### config.mk
export PLATFORM = sky130hd
export DESIGN_NAME = staged_image_verifier_top
export DESIGN_NICKNAME = d
export VERILOG_FILES = /design/src/rtl/core/svi_pkg.sv /design/src/rtl/core/svi_cfg_regs.sv /design/src/rtl/core/staged_image_verifier_top.sv
export SDC_FILE = /design/constraint.sdc
export NUM_CORES = 1
export LEC_CHECK = 0
export BUFFER_PORTS_ARGS = -buffer_cell sky130_fd_sc_hd__buf_2
export CORE_UTILIZATION = 59
export DETAILED_ROUTE_END_ITERATION = 10
export GPL_TIMING_DRIVEN = 1
export MAX_ROUTING_LAYER = met4
export PLACE_DENSITY_LB_ADDON = 0.05
export SYNTH_ARGS = -nofsm -noshare
export SYNTH_HDL_FRONTEND = slang
export SYNTH_HIERARCHICAL = 1
export SYNTH_SLANG_ARGS = --single-unit
### constraint.sdc
create_clock -name i_clk -period 8.6 [get_ports i_clk]
set_input_delay 1.29 -clock i_clk [delete_from_list [all_inputs] [get_ports i_clk]]
set_output_delay 1.29 -clock i_clk [all_outputs]
set_load 0.02 [all_outputs]
### src/rtl/core/svi_pkg.sv
// Shared types, constants and the CRC byte step for the staged image verifier.
`timescale 1ns / 1ps
`default_nettype none

package svi_pkg;

    // Reflected CRC-32 constants
    localparam logic [31:0] CRC_POLY     = 32'hEDB8_8320;
    localparam logic [31:0] CRC_PRESET   = 32'hFFFF_FFFF;

    // Vector table match masks (stack pointer and reset vector words)
    localparam logic [31:0] SP_MASK      = 32'h2FFE_0000;
    localparam logic [31:0] SP_VALUE     = 32'h2000_0000;
    localparam logic [31:0] PC_MASK      = 32'hFF00_0000;
    localparam logic [31:0] PC_VALUE     = 32'h0800_0000;

    // Register defaults
    localparam logic [31:0] EXP_CRC_RST  = 32'h0000_0000;
    localparam logic [23:0] APP_SIZE_RST = 24'h01_0000;

    // Register map: byte address bits [2:0], index on bit 2
    localparam int          PADDR_W      = 3;
    localparam logic        REG_EXP_CRC  = 1'b0;
    localparam logic        REG_APP_SIZE = 1'b1;

    // Result status codes
    typedef enum logic [1:0] {
        ST_OK       = 2'd0,
        ST_NO_TABLE = 2'd1,
        ST_CRC_BAD  = 2'd2
    } t_status;

    // Input transfer payload
    typedef struct packed {
        logic [7:0] data_byte;
        logic       last;
    } t_in_item;

    // Result transfer payload
    typedef struct packed {
        logic [1:0]  status;
        logic [23:0] image_start;
        logic [23:0] payload_length;
        logic [31:0] computed_crc;
    } t_out_item;

    // Configuration values handed to the datapath
    typedef struct packed {
        logic [31:0] expected_crc;
        logic [23:0] app_size_limit;
    } t_cfg;

    // One byte of reflected CRC-32, eight bit steps unrolled
    function automatic logic [31:0] crc32_byte(input logic [31:0] crc, input logic [7:0] b);
        logic [31:0] c;
        c = crc ^ {24'h0, b};
        for (int k = 0; k < 8; k++) begin
            c = c[0] ? ((c >> 1) ^ CRC_POLY) : (c >> 1);
        end
        return c;
    endfunction

endpackage

`default_nettype wire

### src/rtl/core/svi_cfg_regs.sv
// APB-style configuration registers for the staged image verifier.
`timescale 1ns / 1ps
`default_nettype none

module svi_cfg_regs (
    input  wire logic                        i_clk,
    input  wire logic                        i_rst_n,
    input  wire logic                        psel,
    input  wire logic                        penable,
    input  wire logic                        pwrite,
    input  wire logic [svi_pkg::PADDR_W-1:0] paddr,
    input  wire logic [31:0]                 pwdata,
    output logic [31:0]                      prdata,
    output logic                             pready,
    output svi_pkg::t_cfg                    o_cfg
);
    import svi_pkg::*;

    logic [31:0] r_expected_crc;
    logic [23:0] r_app_size_limit;
    logic        wr_en;

    assign pready = 1'b1;
    assign wr_en  = psel && penable && pwrite;

    // Register writes in the access phase
    always_ff @(posedge i_clk) begin
        if (!i_rst_n) begin
            r_expected_crc   <= EXP_CRC_RST;
            r_app_size_limit <= APP_SIZE_RST;
        end else if (wr_en) begin
            case (paddr[2])
                REG_EXP_CRC:  r_expected_crc   <= pwdata;
                REG_APP_SIZE: r_app_size_limit <= pwdata[23:0];
                default:      ;
            endcase
        end
    end

    // Read mux
    always_comb begin
        case (paddr[2])
            REG_EXP_CRC:  prdata = r_expected_crc;
            REG_APP_SIZE: prdata = {8'h0, r_app_size_limit};
            default:      prdata = 32'h0;
        endcase
    end

    assign o_cfg.expected_crc   = r_expected_crc;
    assign o_cfg.app_size_limit = r_app_size_limit;

endmodule

`default_nettype wire

### src/rtl/core/staged_image_verifier_top.sv
// Staged image verifier top level: byte stream in, one check result per image out.
// Usage:
//   Input channel: one image byte per transfer (i_in_valid / o_in_stall), the
//   last field marks the final byte of an image.
//   Output channel: one result per image (o_out_valid / i_out_stall) with
//   status, vector table offset, clipped payload length and the CRC-32.
//   Config: expected_crc at address 0, app_size_limit at address 4; write
//   only while no image is in flight.
// Timing:
//   A byte is registered on entry and processed from the input register: CRC
//   byte step, 8-byte window compare and count update sit between the input
//   register and the result register. The result register loads when the
//   final byte is processed. One byte per cycle is sustained; the input stalls
//   only when a final byte waits for a result register that is still full.
// Reset: clears the CRC, window, count and found flag of the current image,
//   empties both registers, and returns config to its defaults.
// Receiver stall: the result holds; non-final bytes keep flowing.
`timescale 1ns / 1ps
`default_nettype none

module staged_image_verifier_top #(
    parameter int COUNT_WIDTH = 24
) (
    input  wire logic                        i_clk,
    input  wire logic                        i_rst_n,
    // Input byte channel
    input  wire logic                        i_in_valid,
    output logic                             o_in_stall,
    input  wire svi_pkg::t_in_item           i_in_item,
    // Result channel
    output logic                             o_out_valid,
    input  wire logic                        i_out_stall,
    output svi_pkg::t_out_item               o_out_item,
    // Configuration port
    input  wire logic                        psel,
    input  wire logic                        penable,
    input  wire logic                        pwrite,
    input  wire logic [svi_pkg::PADDR_W-1:0] paddr,
    input  wire logic [31:0]                 pwdata,
    output logic [31:0]                      prdata,
    output logic                             pready
);
    import svi_pkg::*;

    localparam int                   LEN_W     = (COUNT_WIDTH > 24) ? COUNT_WIDTH : 24;
    localparam logic [COUNT_WIDTH-1:0] CNT_MAX = {COUNT_WIDTH{1'b1}};
    localparam logic [COUNT_WIDTH-1:0] WIN_SPAN = COUNT_WIDTH'(7);

    t_cfg cfg;

    svi_cfg_regs u_cfg (
        .i_clk   (i_clk),
        .i_rst_n (i_rst_n),
        .psel    (psel),
        .penable (penable),
        .pwrite  (pwrite),
        .paddr   (paddr),
        .pwdata  (pwdata),
        .prdata  (prdata),
        .pready  (pready),
        .o_cfg   (cfg)
    );

    // Input register
    logic                   r_in_valid;
    t_in_item               r_in_item;
    // Per-image scan state
    logic [31:0]            r_crc;
    logic [55:0]            r_window;
    logic [COUNT_WIDTH-1:0] r_count;
    logic                   r_found;
    logic [COUNT_WIDTH-1:0] r_start;
    // Result register
    logic                   r_out_valid;
    t_out_item              r_out_item;

    logic                   in_take;
    logic                   out_free;
    logic                   proc_en;

    logic [31:0]            n_crc;
    logic [63:0]            n_window_full;
    logic                   match;
    logic                   n_found;
    logic [COUNT_WIDTH-1:0] n_start;
    logic [COUNT_WIDTH-1:0] n_count;
    logic [COUNT_WIDTH-1:0] len_raw;
    logic [LEN_W-1:0]       len_ext;
    logic [LEN_W-1:0]       limit_ext;
    logic [LEN_W-1:0]       start_ext;
    logic [LEN_W-1:0]       len_clip;
    logic [31:0]            final_crc;
    t_out_item              n_out_item;

    // Handshake: a final byte needs a free result register to move on
    assign out_free   = !r_out_valid || !i_out_stall;
    assign proc_en    = r_in_valid && (!r_in_item.last || out_free);
    assign o_in_stall = r_in_valid && !proc_en;
    assign in_take    = i_in_valid && !o_in_stall;

    // CRC step and window compare on the registered byte
    always_comb begin
        n_crc         = crc32_byte(r_crc, r_in_item.data_byte);
        n_window_full = {r_in_item.data_byte, r_window};
        match         = !r_found && (r_count >= WIN_SPAN)
                     && ((n_window_full[31:0] & SP_MASK) == SP_VALUE)
                     && ((n_window_full[63:32] & PC_MASK) == PC_VALUE);
        n_found       = r_found || match;
        n_start       = match ? (r_count - WIN_SPAN) : r_start;
        n_count       = (r_count == CNT_MAX) ? CNT_MAX : (r_count + 1'b1);
    end

    // Result fields for a final byte
    always_comb begin
        final_crc = ~n_crc;
        len_raw   = n_count - n_start;
        len_ext   = LEN_W'(len_raw);
        limit_ext = LEN_W'(cfg.app_size_limit);
        start_ext = LEN_W'(n_start);
        len_clip  = (len_ext > limit_ext) ? limit_ext : len_ext;
        n_out_item.computed_crc = final_crc;
        if (!n_found) begin
            n_out_item.status         = ST_NO_TABLE;
            n_out_item.image_start    = 24'h0;
            n_out_item.payload_length = 24'h0;
        end else begin
            n_out_item.status         = (final_crc != cfg.expected_crc) ? ST_CRC_BAD : ST_OK;
            n_out_item.image_start    = start_ext[23:0];
            n_out_item.payload_length = len_clip[23:0];
        end
    end

    // Input register control
    always_ff @(posedge i_clk) begin
        if (!i_rst_n) begin
            r_in_valid <= 1'b0;
        end else if (in_take) begin
            r_in_valid <= 1'b1;
        end else if (proc_en) begin
            r_in_valid <= 1'b0;
        end
    end

    // Input payload
    always_ff @(posedge i_clk) begin
        if (in_take) begin
            r_in_item <= i_in_item;
        end
    end

    // Scan state; cleared after each final byte
    always_ff @(posedge i_clk) begin
        if (!i_rst_n) begin
            r_crc    <= CRC_PRESET;
            r_window <= 56'h0;
            r_count  <= '0;
            r_found  <= 1'b0;
            r_start  <= '0;
        end else if (proc_en) begin
            if (r_in_item.last) begin
                r_crc    <= CRC_PRESET;
                r_window <= 56'h0;
                r_count  <= '0;
                r_found  <= 1'b0;
                r_start  <= '0;
            end else begin
                r_crc    <= n_crc;
                r_window <= n_window_full[63:8];
                r_count  <= n_count;
                r_found  <= n_found;
                r_start  <= n_start;
            end
        end
    end

    // Result register control
    always_ff @(posedge i_clk) begin
        if (!i_rst_n) begin
            r_out_valid <= 1'b0;
        end else if (proc_en && r_in_item.last) begin
            r_out_valid <= 1'b1;
        end else if (!i_out_stall) begin
            r_out_valid <= 1'b0;
        end
    end

    // Result payload
    always_ff @(posedge i_clk) begin
        if (proc_en && r_in_item.last) begin
            r_out_item <= n_out_item;
        end
    end

    assign o_out_valid = r_out_valid;
    assign o_out_item  = r_out_item;

endmodule

`default_nettype wire

==> summary.txt <==
Pwr dens - 198.7 nW/µm²
Synth cell types - 72
Worst Max-Slew Pin Slew - 1221 ps
Synthesized flop and latch total - 269
Post-Route WL - 37.98 mm
Final hold viol count - 0
X dimension of the die - 159.3 µm
Number of maximum-capacitance violations - 0
Number of buffers created by CTS - 28
Outcome - completed
Total Die Area - 25,360 µm²
Post CTS Setup Buffer Count - 0
Final cell count without fillers - 2,019
Data required time at the worst endpoint - 8880 ps
Clock root cell - clkbuf_16
TritonCTS clock tree - yes
Port buffer count - 164
Area taken by multi-input logic gates - 7669 µm²
Dominant cell type by area after synthesis - dfxtp_1
Share of post-route cells with drive strength above 1 - 0.1612
Number of placed I/O pins - 168
Ranking of synthesized cells by instance count - nand2_1, dfxtp_1, xnor2_1
Combined flip-flop and latch cell area - 6296 µm²
Critical Path Source Type - flip-flop
Highest metal used - met4
Unrepaired setup endpoints after global routing - false
Highest clock rate - 129.4 MHz
DRC marker count from the first detailed-route iteration - 821
Core Area - 24,320 µm²
Maximum clock insertion buffer count - 3
Routed wl met3 - 1.807 mm
HP Class - reg2reg
CTS H-tree depth - 1
Number of nets produced by synthesis - 1,672
Share of Yosys cell area claimed by the top area cell type - 0.2443
Number of synthesis warnings - 6
Number of failing setup endpoints in the final timing report - 0
Global-route usage over all layers - 0.3007
Clock sink count - 269
DRC Markers - 0
Most frequently used cell type in the post-synthesis netlist - nand2_1
Global placement routability congestion - 0.9078
Main area contributors after synthesis - dfxtp_1, edfxtp_1, xnor2_1
Setup TNS - 0 ps
Mapped Cells - 1,574
Worst setup EP type - flip-flop
Worst ir drop on vdd - 0.1890 mV
Total of cells resized after clock tree synthesis - 0
Leakage - 0.006676 µW
Initial antenna violation count - 1
Count of hold-fix buffers inserted at cts - 0
DRT met1 WL - 17.27 mm
Worst Path Max Fanout - 46
Area Growth Syn to Fin - 12.14%
Sequential share of the synthesized area - 0.4316
Clock transition time at the flip-flop clock pins of the worst setup and hold paths - 60 ps
Post-detailed-placement half-perimeter wirelength - 27.05 mm
Max Clock Skew - 39.30 ps
Die Ht - 159.3 µm
Syn Area/Cell - 9.269 µm²
Detail Route Antenna Nets - 0
Via count of the first global-routing pass - 10,940
Number of fillers in the final layout - 1,981
Starting density of the core - 0.5999
Maximum number of pins on one net before global-route repair - 96
Total overflow reported by the global router - 0
Met2 Wirelength - 17.84 mm
Predominant post-synthesis flop cell - dfxtp_1
Detailed-routing iteration count for the pre-antenna-repair pass - 5
Min Clock Period, post-route - 7731 ps
Final Net Count - 1,770
Max Transition Viols Final - 0
Data arrival time of the worst path - 8010 ps
Average routed wire per standard cell - 18.81 µm
Number of placed instances, taps included - 1,966
Wire length of the first global-routing pass - 58.89 mm
Async set-or-reset flop fraction in the synthesized netlist - 0
Headroom to the max-slew limit - 0.1860
Period Utilization, post-route - 0.8989
Setup Crit Path Kind - reg2reg
EDFF count, synth - 91
Row cnt - 57
Clock insertion delay at the later pin of the skew report - 580 ps
Drt via density - 5.801
Mapped cell area - 14,590 µm²
Number of vias in the routed layout - 11,710
## power breakdown
group | internal [µW] | switching, µW
sequential | 1390 | 27.8
combinational | 230 | 407
clock | 683 | 517
## final timing paths
path	startpoint	to	slack, ps	depth (start not counted)
worst max-delay path	r_count[0]	o_out_item[47]	870	27
worst min-delay path	r_window[17]	r_window[17]	460	2
worst max register to register	r_count[0]	o_out_item[47]	870	27
worst min register to register	r_window[17]	r_window[17]	460	2
## final cells by class
cell class	instances	share of cell area
clock buffer	37	0.04612
multi-input combinational	1155	0.4688
sequential	269	0.3849
inverter	42	0.009713
clock inverter	15	0.009790
antenna	1	0.0001530
timing repair buffer	176	0.05583
tap	324	0.02478
## routing by layer
layer / track usage / up-vias
li1: - / 5728
met1: 0.3987 / 5594
met2: 0.4852 / 328
met3: 0.03412 / 62
met4: 0.08872 / 0
met5: - / -
## cell families (layout without fill, tap and decap cells)
| family | Yosys count | after routing | synth area share |
|---|---|---|---|
| xor gates and xnor gates | 155 | 155 | 0.09305 |
| adders and majority gates | 47 | 47 | 0.04031 |
| buffers and inverters | 150 | 270 | 0.04434 |
| AOI/OAI and AO/OA | 311 | 311 | 0.1454 |
| muxes | 92 | 92 | 0.06535 |
| and+or+nand+nor | 549 | 549 | 0.1798 |
| DFF | 269 | 269 | 0.4316 |
| other | 1 | 2 | 0.0002570 |
## cell usage in the layout (no fill, tap or decap), drive strengths merged, types with 37 or more instances in the layout
| cell | instances |
|---|---|
| nand2 | 239 |
| dfxtp | 178 |
| buf | 176 |
| xnor2 | 103 |
| edfxtp | 91 |
| nor2 | 83 |
| a21oi | 76 |
| mux2i | 66 |
| nand3 | 58 |
| o21ai | 55 |
| xor2 | 52 |
| ha | 47 |
| inv | 42 |
| a21boi | 40 |
| o211ai | 37 |
| clkbuf | 37 |
## through the flow
stage / utilization / instance area, µm² / setup slack [ps] / power [µW] / hold slack (ps)
6_report: 0.6727 / 16360 / 869.4 / 3251 / 463.0
5_1_grt: 0.6727 / 16360 / 319.7 / 3367 / 477.9
4_1_cts: 0.6726 / 16360 / 978.0 / 3271 / 468.2
3_5_place_dp: 0.6350 / 15440 / 1067 / 2075 / 460.1
3_3_place_gp: 0.6350 / 15440 / 1188 / 2070 / 452.3
2_1_floorplan: - / 14590 / 1483 / 1887 / 440.9
## critical path: stages (launching register included)
cell and delay [ps]:
dfxtp_1 380, ha_1 340, a2111oi_2 390, buf_4 210, nand3_1 190, or4b_4 690
nand2_8 270, nor2_1 90, a21oi_1 380, ha_1 380, a21o_1 240, a21o_1 220
a21oi_1 150, o21bai_1 80, a21oi_1 190, o31ai_1 100, a31o_1 260, a2111o_1 420
nand2_1 90, xnor2_1 80, ha_1 320, nand3_1 100, o21ai_0 470, nor2_1 100
a21oi_1 270, o31a_1 540, nor2_1 270, o2bb2ai_1 210
## sequential cells by signal (all words and copies together), names as in the netlist, 8 cells and up
name / count
r_count: 24
u_cfg/r_expected_crc: 32
r_start: 24
n_window_full: 8
u_cfg/r_app_size_limit: 24
r_window: 39
r_crc: 32
o_out_item: 82
No activity file was read; power rests on OpenSTA's default activity.
